[config.mk]
export PLATFORM = sky130hd
export DESIGN_NAME = mag_hard_iron_cal_moving_average_core_flat
export DESIGN_NICKNAME = d
export VERILOG_FILES = /design/src/rtl/mhcal_pkg.sv /design/src/rtl/mhcal_in_if.sv /design/src/rtl/mhcal_out_if.sv /design/src/rtl/mag_hard_iron_cal_moving_average_core.sv /design/src/flat_wrapper.sv
export SDC_FILE = /design/constraint.sdc
export NUM_CORES = 2
export LEC_CHECK = 0
export BUFFER_PORTS_ARGS = -buffer_cell sky130_fd_sc_hd__buf_2
export CORE_MARGIN = 2
export CORE_UTILIZATION = 45
export CTS_CLUSTER_DIAMETER = 80
export DETAILED_ROUTE_END_ITERATION = 12
export GPL_TIMING_DRIVEN = 0
export HOLD_SLACK_MARGIN = 0.03
export PLACE_DENSITY = 0.62
export SLEW_MARGIN = 20
export SYNTH_ARGS = -nofsm -noshare
export SYNTH_HDL_FRONTEND = slang
export SYNTH_SLANG_ARGS = --single-unit
export TNS_END_PERCENT = 20
[constraint.sdc]
create_clock -name clk -period 8.5 [get_ports clk]
set_input_delay 1.275 -clock clk [delete_from_list [all_inputs] [get_ports clk]]
set_output_delay 1.275 -clock clk [all_outputs]
set_load 0.02 [all_outputs]
[src/rtl/mhcal_pkg.sv]
// ----------------------------------------------------------------------------
// mhcal_pkg
// Shared widths, constants and types for the hard-iron calibration and
// moving-average magnetometer core.
// ----------------------------------------------------------------------------
package mhcal_pkg;

	localparam int WINDOW_DEPTH = 8;
	localparam int NAXIS        = 3;
	localparam int AX_X         = 0;
	localparam int AX_Y         = 1;
	localparam int AX_Z         = 2;

	localparam int SMP_W  = 16;
	localparam int MEAN_W = 17;
	localparam int DW     = $clog2(WINDOW_DEPTH);
	localparam int PTR_W  = (WINDOW_DEPTH > 1) ? DW : 1;
	localparam int SUM_W  = SMP_W + DW;
	localparam int MAG_W  = SUM_W;

	// floor(2^RSH / depth); the quotient it gives is low by at most one
	localparam int RSH    = MAG_W;
	localparam int RCP_W  = RSH + 1;
	localparam int PROD_W = MAG_W + RCP_W;
	localparam logic [RCP_W-1:0] RECIP = RCP_W'((64'd1 << RSH) / WINDOW_DEPTH);

	typedef logic [7:0]               byte_t;
	typedef logic signed [SMP_W-1:0]  smp_t;
	typedef smp_t [NAXIS-1:0]         axes_t;
	typedef logic signed [SUM_W-1:0]  sum_t;
	typedef logic [MAG_W-1:0]         mag_t;
	typedef logic [PROD_W-1:0]        prod_t;
	typedef logic signed [MEAN_W-1:0] mean_t;
	typedef logic [PTR_W-1:0]         ptr_t;

endpackage

[src/rtl/mhcal_in_if.sv]
// ----------------------------------------------------------------------------
// mhcal_in_if
// Sensor read channel: six raw bytes and the calibrate flag.
// ----------------------------------------------------------------------------
interface mhcal_in_if;
	import mhcal_pkg::*;

	logic  valid;
	logic  ready;
	byte_t x_high;
	byte_t x_low;
	byte_t z_high;
	byte_t z_low;
	byte_t y_high;
	byte_t y_low;
	logic  calibrate;

	modport source (
		output valid, x_high, x_low, z_high, z_low, y_high, y_low, calibrate,
		input  ready
	);
	modport sink (
		input  valid, x_high, x_low, z_high, z_low, y_high, y_low, calibrate,
		output ready
	);
endinterface

[src/rtl/mhcal_out_if.sv]
// ----------------------------------------------------------------------------
// mhcal_out_if
// Result channel: offset-corrected window means and the new-offsets flag.
// ----------------------------------------------------------------------------
interface mhcal_out_if;
	import mhcal_pkg::*;

	logic  valid;
	logic  ready;
	mean_t mean_x;
	mean_t mean_y;
	mean_t mean_z;
	logic  offsets_new;

	modport source (
		output valid, mean_x, mean_y, mean_z, offsets_new,
		input  ready
	);
	modport sink (
		input  valid, mean_x, mean_y, mean_z, offsets_new,
		output ready
	);
endinterface

[src/rtl/mag_hard_iron_cal_moving_average_core.sv]
// ----------------------------------------------------------------------------
// mag_hard_iron_cal_moving_average_core
// Hard-iron offset calibration and per-axis moving average for a
// three-axis magnetometer.
// ----------------------------------------------------------------------------
// Channels: "reading" takes one six-byte read (X, Z, Y big-endian pairs)
// plus the calibrate flag; "result" gives mean_x/y/z minus offset and
// offsets_new. A transfer happens when valid and ready are both high.
// Calibration reads only update the per-axis max/min and give no result.
// The first normal read after calibration loads the offsets and carries
// offsets_new = 1.
// Throughput: one read per cycle while the pipeline is not held by a stalled
// receiver. The window lives in one synchronous RAM (one word of three
// samples per slot): each read fetches its slot at the transfer and writes
// it back when it leaves the first stage, with forwarding when the same slot
// is hit back to back. Stages: RAM read at the transfer, running-sum update,
// reciprocal multiply, quotient select, correction into the output register.
// Stall: the pipeline stages hold while the receiver stalls; bubbles
// collapse, so reads are still taken while a result waits.
// Reset: control, sums, max/min/offsets clear; per-slot valid bits clear,
// so the window reads as zeros at once with no clearing pass.
// ----------------------------------------------------------------------------
module mag_hard_iron_cal_moving_average_core (
	input  logic       clk,
	input  logic       arst_n,
	mhcal_in_if.sink   reading,
	mhcal_out_if.source result
);
	import mhcal_pkg::*;

	// window RAM and slot valid bits
	axes_t                   win_mem [WINDOW_DEPTH];
	logic [WINDOW_DEPTH-1:0] win_vld_q;
	ptr_t                    wr_pos_q;

	// calibration state
	smp_t max_q [NAXIS];
	smp_t min_q [NAXIS];
	smp_t offset_q [NAXIS];
	logic was_cal_q;
	sum_t sum_q [NAXIS];

	// pipeline
	logic  vld_s1, vld_s2, vld_s3, vld_s4, out_vld_q;
	axes_t smp_s1, rd_s1;
	logic  rdv_s1;
	ptr_t  ptr_s1;
	smp_t  off_s1 [NAXIS];
	logic  fresh_s1;
	sum_t  sum_s2 [NAXIS];
	smp_t  off_s2 [NAXIS];
	logic  fresh_s2;
	prod_t prod_s3 [NAXIS];
	mag_t  mag_s3 [NAXIS];
	logic  neg_s3 [NAXIS];
	smp_t  off_s3 [NAXIS];
	logic  fresh_s3;
	mag_t  q0_s4 [NAXIS];
	mag_t  mag_s4 [NAXIS];
	logic  neg_s4 [NAXIS];
	smp_t  off_s4 [NAXIS];
	logic  fresh_s4;
	mean_t res_q [NAXIS];
	logic  fresh_q;

	logic load_out, load4, load3, load2;
	logic acc, acc_norm, acc_cal, fwd;
	ptr_t pos_nxt;

	axes_t smp_in;
	smp_t  base_max [NAXIS];
	smp_t  base_min [NAXIS];
	logic signed [SMP_W:0] msum [NAXIS];
	logic signed [SMP_W:0] mhalf [NAXIS];
	smp_t  off_nxt [NAXIS];
	smp_t  off_use [NAXIS];
	smp_t  old_smp [NAXIS];
	sum_t  sum_nxt [NAXIS];
	logic  neg_s2 [NAXIS];
	mag_t  mag_s2 [NAXIS];
	mag_t  prd_s4 [NAXIS];
	mag_t  rem_s4 [NAXIS];
	mag_t  quo_s4 [NAXIS];
	mean_t qm_s4 [NAXIS];
	mean_t res_s4 [NAXIS];

	// handshake chain, output side first
	assign load_out = vld_s4 && (!out_vld_q || result.ready);
	assign load4    = vld_s3 && (!vld_s4 || load_out);
	assign load3    = vld_s2 && (!vld_s3 || load4);
	assign load2    = vld_s1 && (!vld_s2 || load3);

	assign reading.ready = !vld_s1 || load2;
	assign acc      = reading.valid && reading.ready;
	assign acc_norm = acc && !reading.calibrate;
	assign acc_cal  = acc && reading.calibrate;

	assign pos_nxt = (wr_pos_q == PTR_W'(WINDOW_DEPTH - 1)) ? '0 : wr_pos_q + 1'b1;
	// the slot being written back is the one the new read fetches
	assign fwd = load2 && (ptr_s1 == wr_pos_q);

	assign smp_in[AX_X] = {reading.x_high, reading.x_low};
	assign smp_in[AX_Y] = {reading.y_high, reading.y_low};
	assign smp_in[AX_Z] = {reading.z_high, reading.z_low};

	always_comb begin
		for (int a = 0; a < NAXIS; a++) begin
			base_max[a] = was_cal_q ? max_q[a] : '0;
			base_min[a] = was_cal_q ? min_q[a] : '0;
			msum[a]     = {max_q[a][SMP_W-1], max_q[a]} + {min_q[a][SMP_W-1], min_q[a]};
			// halve, truncating toward zero
			mhalf[a]    = $signed(msum[a] + {{SMP_W{1'b0}}, msum[a][SMP_W]}) >>> 1;
			off_nxt[a]  = mhalf[a][SMP_W-1:0];
			off_use[a]  = was_cal_q ? off_nxt[a] : offset_q[a];

			old_smp[a]  = rdv_s1 ? $signed(rd_s1[a]) : '0;
			sum_nxt[a]  = sum_q[a] + SUM_W'($signed(smp_s1[a])) - SUM_W'(old_smp[a]);

			neg_s2[a]   = sum_s2[a][SUM_W-1];
			mag_s2[a]   = neg_s2[a] ? MAG_W'(-sum_s2[a]) : MAG_W'(sum_s2[a]);

			prd_s4[a]   = MAG_W'(q0_s4[a] * MAG_W'(WINDOW_DEPTH));
			rem_s4[a]   = mag_s4[a] - prd_s4[a];
			quo_s4[a]   = q0_s4[a] + MAG_W'(rem_s4[a] >= MAG_W'(WINDOW_DEPTH));
			qm_s4[a]    = MEAN_W'(quo_s4[a]);
			res_s4[a]   = (neg_s4[a] ? -qm_s4[a] : qm_s4[a]) - MEAN_W'(off_s4[a]);
		end
	end

	// control and state registers
	always_ff @(posedge clk or negedge arst_n) begin
		if (!arst_n) begin
			vld_s1    <= 1'b0;
			vld_s2    <= 1'b0;
			vld_s3    <= 1'b0;
			vld_s4    <= 1'b0;
			out_vld_q <= 1'b0;
			wr_pos_q  <= '0;
			win_vld_q <= '0;
			was_cal_q <= 1'b0;
			for (int a = 0; a < NAXIS; a++) begin
				max_q[a]    <= '0;
				min_q[a]    <= '0;
				offset_q[a] <= '0;
				sum_q[a]    <= '0;
			end
		end else begin
			if (acc_norm)
				vld_s1 <= 1'b1;
			else if (load2)
				vld_s1 <= 1'b0;
			if (load2)
				vld_s2 <= 1'b1;
			else if (load3)
				vld_s2 <= 1'b0;
			if (load3)
				vld_s3 <= 1'b1;
			else if (load4)
				vld_s3 <= 1'b0;
			if (load4)
				vld_s4 <= 1'b1;
			else if (load_out)
				vld_s4 <= 1'b0;
			if (load_out)
				out_vld_q <= 1'b1;
			else if (result.ready)
				out_vld_q <= 1'b0;

			if (acc_norm)
				wr_pos_q <= pos_nxt;
			if (load2) begin
				win_vld_q[ptr_s1] <= 1'b1;
				for (int a = 0; a < NAXIS; a++)
					sum_q[a] <= sum_nxt[a];
			end

			if (acc_cal) begin
				was_cal_q <= 1'b1;
				// else-if: only one of max and min moves
				for (int a = 0; a < NAXIS; a++) begin
					if ($signed(smp_in[a]) > base_max[a]) begin
						max_q[a] <= smp_in[a];
						min_q[a] <= base_min[a];
					end else if ($signed(smp_in[a]) < base_min[a]) begin
						max_q[a] <= base_max[a];
						min_q[a] <= smp_in[a];
					end else begin
						max_q[a] <= base_max[a];
						min_q[a] <= base_min[a];
					end
				end
			end else if (acc_norm) begin
				was_cal_q <= 1'b0;
				for (int a = 0; a < NAXIS; a++)
					offset_q[a] <= off_use[a];
			end
		end
	end

	// RAM and payload registers
	always_ff @(posedge clk) begin
		if (load2)
			win_mem[ptr_s1] <= smp_s1;
		if (acc_norm) begin
			rd_s1    <= fwd ? smp_s1 : win_mem[wr_pos_q];
			rdv_s1   <= fwd || win_vld_q[wr_pos_q];
			smp_s1   <= smp_in;
			ptr_s1   <= wr_pos_q;
			fresh_s1 <= was_cal_q;
			for (int a = 0; a < NAXIS; a++)
				off_s1[a] <= off_use[a];
		end
		if (load2) begin
			fresh_s2 <= fresh_s1;
			for (int a = 0; a < NAXIS; a++) begin
				sum_s2[a] <= sum_nxt[a];
				off_s2[a] <= off_s1[a];
			end
		end
		if (load3) begin
			fresh_s3 <= fresh_s2;
			for (int a = 0; a < NAXIS; a++) begin
				prod_s3[a] <= PROD_W'(mag_s2[a]) * PROD_W'(RECIP);
				mag_s3[a]  <= mag_s2[a];
				neg_s3[a]  <= neg_s2[a];
				off_s3[a]  <= off_s2[a];
			end
		end
		if (load4) begin
			fresh_s4 <= fresh_s3;
			for (int a = 0; a < NAXIS; a++) begin
				q0_s4[a]  <= prod_s3[a][RSH +: MAG_W];
				mag_s4[a] <= mag_s3[a];
				neg_s4[a] <= neg_s3[a];
				off_s4[a] <= off_s3[a];
			end
		end
		if (load_out) begin
			fresh_q <= fresh_s4;
			for (int a = 0; a < NAXIS; a++)
				res_q[a] <= res_s4[a];
		end
	end

	assign result.valid       = out_vld_q;
	assign result.mean_x      = res_q[AX_X];
	assign result.mean_y      = res_q[AX_Y];
	assign result.mean_z      = res_q[AX_Z];
	assign result.offsets_new = fresh_q;

	a_ptr_range: assert property (@(posedge clk) disable iff (!arst_n)
		wr_pos_q <= PTR_W'(WINDOW_DEPTH - 1))
		else $error("window write position out of range");

	a_fill_s1: assert property (@(posedge clk) disable iff (!arst_n)
		acc_norm |=> vld_s1)
		else $error("normal read transfer did not enter stage 1");

	a_cal_ptr: assert property (@(posedge clk) disable iff (!arst_n)
		acc_cal |=> $stable(wr_pos_q))
		else $error("calibration read moved the window position");

	a_envelope: assert property (@(posedge clk) disable iff (!arst_n)
		max_q[AX_X] >= 0 && min_q[AX_X] <= 0 &&
		max_q[AX_Y] >= 0 && min_q[AX_Y] <= 0 &&
		max_q[AX_Z] >= 0 && min_q[AX_Z] <= 0)
		else $error("max/min envelope does not bracket zero");

endmodule
[src/flat_wrapper.sv]
// flat-port wrapper written by rule: the top's interface ports become plain ports
module mag_hard_iron_cal_moving_average_core_flat import mhcal_pkg::*;
  (clk, arst_n, reading_valid, reading_x_high, reading_x_low, reading_z_high, reading_z_low, reading_y_high, reading_y_low, reading_calibrate, reading_ready, result_valid, result_mean_x, result_mean_y, result_mean_z, result_offsets_new, result_ready);
  mhcal_in_if reading_i ();
  mhcal_out_if result_i ();
  input  logic clk;
  input  logic arst_n;
  input wire logic [$bits(reading_i.valid)-1:0] reading_valid;
  input wire logic [$bits(reading_i.x_high)-1:0] reading_x_high;
  input wire logic [$bits(reading_i.x_low)-1:0] reading_x_low;
  input wire logic [$bits(reading_i.z_high)-1:0] reading_z_high;
  input wire logic [$bits(reading_i.z_low)-1:0] reading_z_low;
  input wire logic [$bits(reading_i.y_high)-1:0] reading_y_high;
  input wire logic [$bits(reading_i.y_low)-1:0] reading_y_low;
  input wire logic [$bits(reading_i.calibrate)-1:0] reading_calibrate;
  output wire logic [$bits(reading_i.ready)-1:0] reading_ready;
  output wire logic [$bits(result_i.valid)-1:0] result_valid;
  output wire logic [$bits(result_i.mean_x)-1:0] result_mean_x;
  output wire logic [$bits(result_i.mean_y)-1:0] result_mean_y;
  output wire logic [$bits(result_i.mean_z)-1:0] result_mean_z;
  output wire logic [$bits(result_i.offsets_new)-1:0] result_offsets_new;
  input wire logic [$bits(result_i.ready)-1:0] result_ready;
  assign reading_i.valid = reading_valid;
  assign reading_i.x_high = reading_x_high;
  assign reading_i.x_low = reading_x_low;
  assign reading_i.z_high = reading_z_high;
  assign reading_i.z_low = reading_z_low;
  assign reading_i.y_high = reading_y_high;
  assign reading_i.y_low = reading_y_low;
  assign reading_i.calibrate = reading_calibrate;
  assign reading_ready = reading_i.ready;
  assign result_valid = result_i.valid;
  assign result_mean_x = result_i.mean_x;
  assign result_mean_y = result_i.mean_y;
  assign result_mean_z = result_i.mean_z;
  assign result_offsets_new = result_i.offsets_new;
  assign result_i.ready = result_ready;
  mag_hard_iron_cal_moving_average_core u_core (.clk(clk), .arst_n(arst_n), .reading(reading_i), .result(result_i));
endmodule
After elaboration in Yosys (flattened, before gate mapping)
Memory sizes are Yosys's and may differ from the RTL's. A register that Yosys moved wholly into a read port is not among the register bits.
Index checks and enable logic that the tools add are counted.
{ "totals": {"ram_bits": 918, "memories": 13, "wordCells": 169, "regBits": 275, "input_bits": 53, "out_inout_bits": 54} }
{ "classes": {"reduce_logical": 28, "n_bitwise": 2, "n_addsub": 28, "magnitude_cmp": 12, "n_eq_ne": 2, "n_mux": 54} }
{ "mem_list": {"columns": ["name", "depth", "word_bits", "read_ports", "rd_clocked_by_memory_dff", "write_ports", "line_no", "text"], "rows": [
  ["u_core.win_mem", 8, 48, 1, 1, 1, "mag_hard_iron_cal_moving_average_core.sv:32", "axes_t win_mem [WINDOW_DEPTH];"],
  ["u_core.mag_s3", 3, 19, 3, 0, 3, "mag_hard_iron_cal_moving_average_core.sv:54", "mag_t mag_s3 [NAXIS];"],
  ["u_core.mag_s4", 3, 19, 3, 0, 3, "mag_hard_iron_cal_moving_average_core.sv:59", "mag_t mag_s4 [NAXIS];"],
  ["u_core.prod_s3", 3, 19, 3, 0, 3, "mag_hard_iron_cal_moving_average_core.sv:53", "prod_t prod_s3 [NAXIS];"],
  ["u_core.q0_s4", 3, 19, 3, 0, 3, "mag_hard_iron_cal_moving_average_core.sv:58", "mag_t q0_s4 [NAXIS];"],
  ["u_core.sum_s2", 3, 19, 3, 0, 3, "mag_hard_iron_cal_moving_average_core.sv:50", "sum_t sum_s2 [NAXIS];"],
  ["+7 memories", null, null, null, null, null, null, null]
]} }
{ "op_table": {"columns": ["operator", "count"], "rows": [
  ["$mux W16", 21],
  ["$add A17 B1 Y17", 6],
  ["$add A19 B16 Y19", 3],
  ["$ge A19 B4 Y1 const B", 3],
  ["$mux W19", 3],
  ["$neg A19 Y19", 3],
  ["$sub A19 B16 Y19", 3],
  ["$sub A19 B19 Y19", 3],
  ["$add A16 B16 Y17", 3],
  ["$mux W17", 3],
  ["$neg A17 Y17", 3],
  ["$sub A17 B16 Y17", 3],
  ["$gt A16 B16 Y1", 3],
  ["$lt A16 B16 Y1", 3],
  ["$mux W1", 24],
  ["$reduce_bool A2 Y1", 6],
  ["$logic_and A1 B1 Y1", 9],
  ["$lt A3 B4 Y1 const B", 2],
  ["$or A8 B8 Y8", 1],
  ["$logic_not A1 Y1", 6],
  ["$logic_or A1 B1 Y1", 6],
  ["$add A3 B1 Y3 const B", 1],
  ["$bmux W1 S3", 1],
  ["$demux W1 S3", 1],
  ["other kinds (6)", 6]
]} }

Longest topological paths before layout
{ "depth": {"word_depth": 14, "ltp_mapped": 17, "mapped_depth_nobuf": 16} }

Worst setup path after synthesis
No wires, ideal clock.
{ "synth_timing": {"kind": "input to register", "startpoint": "in result_ready", "endpoint": "reg u_core.offset_q[0] in the netlist's numbering", "setup_time_ns": 0.088, "t_arrival_ns": 7.386, "path_stages": 10, "slack_ns": 1.026, "n_path_buf": 2, "t_required_ns": 8.412, "cell_sequence": "nor2b_1 > nand4_1 > inv_1 > nand2_1 > nand2_1 > or2_2 > clkbuf_1 > clkinv_1 > buf_1 > mux2_2"} }
{ "synth_via": {"elab_cells_between_ends": 14} }
{ "synth_rtl": {"columns": ["item", "line_no", "text"], "rows": [
  ["from (decl)", "flat_wrapper.sv:22", "input wire logic [$bits(result_i.ready)-1:0] result_ready;"],
  ["$logic_or A1 B1 Y1", "mag_hard_iron_cal_moving_average_core.sv:88", "assign load_out = vld_s4 && (!out_vld_q || result.ready);"],
  ["$logic_and A1 B1 Y1", "mag_hard_iron_cal_moving_average_core.sv:88", null],
  ["$logic_or A1 B1 Y1", "mag_hard_iron_cal_moving_average_core.sv:89", "assign load4 = vld_s3 && (!vld_s4 || load_out);"],
  ["$logic_and A1 B1 Y1", "mag_hard_iron_cal_moving_average_core.sv:89", null],
  ["$logic_or A1 B1 Y1", "mag_hard_iron_cal_moving_average_core.sv:90", "assign load3 = vld_s2 && (!vld_s3 || load4);"],
  ["$logic_and A1 B1 Y1", "mag_hard_iron_cal_moving_average_core.sv:90", null],
  ["$logic_or A1 B1 Y1", "mag_hard_iron_cal_moving_average_core.sv:91", "assign load2 = vld_s1 && (!vld_s2 || load3);"],
  ["$logic_and A1 B1 Y1", "mag_hard_iron_cal_moving_average_core.sv:91", null],
  ["$logic_or A1 B1 Y1", "mag_hard_iron_cal_moving_average_core.sv:93", "assign reading.ready = !vld_s1 || load2;"],
  ["net reading_ready", "flat_wrapper.sv:16", "output wire logic [$bits(reading_i.ready)-1:0] reading_ready;"],
  ["$logic_and A1 B1 Y1", "mag_hard_iron_cal_moving_average_core.sv:94", "assign acc = reading.valid && reading.ready;"],
  ["$logic_and A1 B1 Y1", "mag_hard_iron_cal_moving_average_core.sv:95", "assign acc_norm = acc && !reading.calibrate;"],
  ["net u_core.acc_norm", "mag_hard_iron_cal_moving_average_core.sv:67", "logic acc, acc_norm, acc_cal, fwd;"],
  ["$reduce_and A2 Y1 (no source line)", null, null],
  ["to (signal, indexed assignment)", "mag_hard_iron_cal_moving_average_core.sv:195", "offset_q[a] <= off_use[a];"],
  ["to (decl)", "mag_hard_iron_cal_moving_average_core.sv:39", "smp_t offset_q [NAXIS];"]
]} }
The timed path passes the listed nets, and every way through them passes these cells.
A chain may end at the register's enable or synchronous reset.

Worst setup path in the final report
{ "layout_timing": {"startpoint": "reg u_core.was_cal_q", "endpoint": "reg u_core.min_q[45] in the netlist's numbering"} }
{ "layout_via": {"elab_chain_len": 4, "elab_cells_between_ends": 6} }
{ "layout_lines": {"columns": ["item", "line_no", "text"], "rows": [
  ["from (decl)", "mag_hard_iron_cal_moving_average_core.sv:40", "logic was_cal_q;"],
  ["from (signal assigned)", "mag_hard_iron_cal_moving_average_core.sv:140", "was_cal_q <= 1'b0;"],
  ["from (signal assigned)", "mag_hard_iron_cal_moving_average_core.sv:178", "was_cal_q <= 1'b1;"],
  ["from (signal assigned)", "mag_hard_iron_cal_moving_average_core.sv:193", "was_cal_q <= 1'b0;"],
  ["$mux W16", "mag_hard_iron_cal_moving_average_core.sv:109", "base_min[a] = was_cal_q ? min_q[a] : '0;"],
  ["$lt A16 B16 Y1", "mag_hard_iron_cal_moving_average_core.sv:184", "end else if ($signed(smp_in[a]) < base_min[a]) begin"],
  ["$mux W16", "mag_hard_iron_cal_moving_average_core.sv:184", null],
  ["$mux W16 *", "mag_hard_iron_cal_moving_average_core.sv:181", "if ($signed(smp_in[a]) > base_max[a]) begin"],
  ["to (signal, indexed assignment)", "mag_hard_iron_cal_moving_average_core.sv:183", "min_q[a] <= base_min[a];"],
  ["to (signal, indexed assignment)", "mag_hard_iron_cal_moving_average_core.sv:186", "min_q[a] <= smp_in[a];"],
  ["to (signal, indexed assignment)", "mag_hard_iron_cal_moving_average_core.sv:189", "min_q[a] <= base_min[a];"],
  ["to (decl)", "mag_hard_iron_cal_moving_average_core.sv:38", "smp_t min_q [NAXIS];"]
]} }
Every way passes the cells marked *; elsewhere a longest branch is shown, timed or not.

==> results_dict.tcl <==
set metrics [dict create \
    status "complete, no violations" \
    synth_ff_type "edfxtp_1" \
    pre_cts_ws_ns 2.45 \
    fmax_ghz 0.163 \
    portBuffers 106 \
    clock_path_buffers 3 \
    setup_tns_ns 0 \
    max-cap-violations 0 \
    finish.net_count 4766 \
    fin_skew_ns 0.0464 \
    ir_drop_mv 0.196 \
    worst_slew_pin_slew_ns 1.08 \
    required_ns 9.11 \
    first_iter_violations 2922 \
    arrival_ns 6.76 \
    worstHoldEndpoint "u_core.mag_s4[0][46]$_DFFE_PP_" \
    synth_area_leader_cell "edfxtp_1" \
    startpoint_type "register" \
    use_met1_pct 30.2 \
    first_global_vias 31900 \
    rows 126 \
    yosysSeqAreaShare_pct 60.1 \
    grt_pass1_wl_um 195000 \
    leakage_nw 23.6 \
    syn_inst 4105 \
    initial_core_util_pct 45.4 \
    vias 32700 \
    holdPathStages 0 \
    reg2reg_depth 17 \
    min_period_ns 6.15 \
    dieArea_mm2 0.122 \
    r2r_slack_ns 2.35 \
    core-area_mm2 0.118 \
    cts_resized 0 \
    synth_warnings 0 \
    yosys-top-cells-area "edfxtp_1, dfrtp_1, ha_1, mux4_2, xnor2_1" \
    busiest_layer "met2" \
    stdcell_count 6032 \
    syn-num-nets 4475 \
    die_height_um 349 \
    insertion_delay_ns 0.72 \
    fillCellCount 9956 \
    antenna_found_initial 7 \
    overflow 0 \
    grt_setup_unrepaired "false" \
    syn_area_per_cell_um2 13.1 \
    grt_start_max_net_pins 79 \
    fin_crit_sh_pct 72.3 \
    max_slew_margin_pct 27.1 \
    holdCritStartpoint "u_core.prod_s3[0][46]$_DFFE_PP_" \
    powerDensity_mw_per_mm2 321 \
    final_common_cell "edfxtp_1" \
    numCtsBuffers 116 \
    place_inst 5814 \
    setup-violations-final 0 \
    drt-pass1-iter-count 5 \
    final_cell_mix "edfxtp_1, inv_1, nand2_1" \
    area.growth.synth_to_final_pct 13.5 \
    layout-drive-gt1-share_pct 12.1 \
    fin_hold_ws_ns 0.398 \
    hpwl_um 95300 \
    ant_nets 0 \
    reg2reg_to "u_core.min_q[45]$_DFFE_PN0P_" \
    crit_type "register to register" \
    cts_hold_buf 0 \
    ys_types 75 \
    grtUsageMet3_pct 3.20 \
    ys_async_sr_fraction_pct 19.7 \
    cts.htree.levels 3 \
    cts_sinks 1109 \
    routabilityCongestion 0.860 \
    end_kind "register" \
    clk_pin_slew_ns 0.06 \
    io_pins 107 \
    synth_top_cell_area_share_pct 49.9 \
    grtUsageMet2_pct 33.5 \
    setup_ws_ns 2.35 \
    syn_area_mm2 0.0536 \
    die_w_um 349 \
    maxSlewViolCount 0 \
    drcViolationCount 0 \
    wire_per_inst_um 21.1 \
    cts_setup_buffers 0 \
    synth_edf_count 891 \
    clockRootBuffer "clkbuf_16" \
    critPathMaxFanout 10 \
    ys_ff_latch 1109 \
    r2r-start "u_core.was_cal_q$_DFFE_PN0P_" \
    worstHoldPathType "register to register" \
    routed_wl_um 128000 \
    via_per_inst 5.43 \
    cts_tree "yes" \
    grt.total_usage_pct 21.1 \
    hold_viol 0 \
]
==> where the power goes <==
group / internal (mW) / switching [mW]
Sequential: 7.11 / 0.467
Clock: 3.01 / 2.12
Combinational: 2.70 / 4.13
==> through the flow <==
stage / power (mW) / area, um^2 / utilization, %
after floorplan: 12.3 / 53600 / -
after global placement: 14.3 / 56100 / 47.5
after detailed placement: 14.5 / 56900 / 48.2
after CTS: 19.6 / 60800 / 51.5
after global routing: 20.7 / 60800 / 51.5
final: 19.5 / 60800 / 51.5
==> sequential cells by signal (all words and copies together), names as in the netlist, 8 cells and up <==
signal,count
u_core.win_mem,384
u_core.sum_q,57
u_core.sum_s2,57
u_core.res_q,51
u_core.max_q,48
u_core.min_q,48
u_core.off_s1,48
u_core.off_s2,48
u_core.off_s3,48
u_core.off_s4,48
u_core.offset_q,48
u_core.prod_s3,48
u_core.rd_s1,48
u_core.smp_s1,48
u_core.mag_s4,47
u_core.win_vld_q,8
==> synthesized netlist by cell type, types with 54 or more instances <==
master / n
nor2_1: 195
o21ai_0: 155
fa_1: 60
nand3_1: 65
dfrtp_1: 218
a21oi_1: 182
xnor2_1: 186
inv_1: 393
ha_1: 257
mux2i_1: 100
mux4_2: 98
clkbuf_1: 98
edfxtp_1: 891
nand2_1: 366
nor3_1: 54
a21o_1: 56
and2_1: 67
==> worst max-delay path by stage <==
stage | from | to | slack, ns | depth (start not counted)
global route | u_core.was_cal_q$_DFFE_PN0P_ | u_core.min_q[38]$_DFFE_PN0P_ | 1.93 | 17
detailed placement | u_core.was_cal_q$_DFFE_PN0P_ | u_core.min_q[45]$_DFFE_PN0P_ | 2.45 | 17
finish | u_core.was_cal_q$_DFFE_PN0P_ | u_core.min_q[45]$_DFFE_PN0P_ | 2.35 | 17
CTS | u_core.was_cal_q$_DFFE_PN0P_ | u_core.min_q[45]$_DFFE_PN0P_ | 2.42 | 17
global placement | result_ready | u_core.win_vld_q[2]$_DFFE_PN0P_ | -4.93 | 6
floorplan | result_ready | u_core.offset_q[0]$_DFFE_PN0P_ | 1.03 | 10
==> worst max-delay path, cell delays in order, from the launching register on <==
cell and delay, ns:
dfrtp_1 0.34, clkbuf_1 0.73, buf_1 0.52, clkbuf_1 0.59, clkbuf_1 0.62, nand2_1 0.13
ha_1 0.33, a21o_1 0.18, a21o_1 0.16, a21oi_1 0.13, o21ai_0 0.09, a221oi_1 0.39
a31oi_1 0.14, nand2b_1 0.13, o211a_1 0.15, clkbuf_1 0.42, clkbuf_1 0.71, mux2i_1 0.27
==> cells by family (layout without fill, tap and decap cells) <==
logic type | after synthesis | in the layout | share of synthesized area (%)
flip-flops | 1109 | 1109 | 60.1
multiplexers | 239 | 239 | 6.85
other | 0 | 1 | 0
AO/OA/AOI/OAI | 684 | 684 | 8.25
XOR/XNOR | 235 | 235 | 3.86
buffers and inverters | 513 | 903 | 3.59
adder cells (fa/ha/maj) | 317 | 317 | 8.24
AND/OR/NAND/NOR | 1008 | 1008 | 9.12
==> layout make-up <==
| cell class | instances | area, um^2 | share of cell area, % |
|---|---|---|---|
| clock buffers | 151 | 3150 | 5.17 |
| clock inverters | 66 | 734 | 1.21 |
| multi-input cells | 2483 | 19500 | 32.1 |
| diodes | 1 | 2.50 | 0.00411 |
| flip-flops and latches | 1109 | 32200 | 53.0 |
| well taps | 1536 | 1920 | 3.16 |
| repair buffers | 173 | 1320 | 2.17 |
| inverters | 394 | 1480 | 2.43 |
| plain buffers | 119 | 455 | 0.749 |
==> routing by layer <==
metal / vias up / routed length [um]
li1: 15600 / -
met1: 16100 / 57600
met2: 879 / 58800
met3: 160 / 7770
met4: 2 / 3380
met5: - / 11
Power figures use the tool's default switching activity.
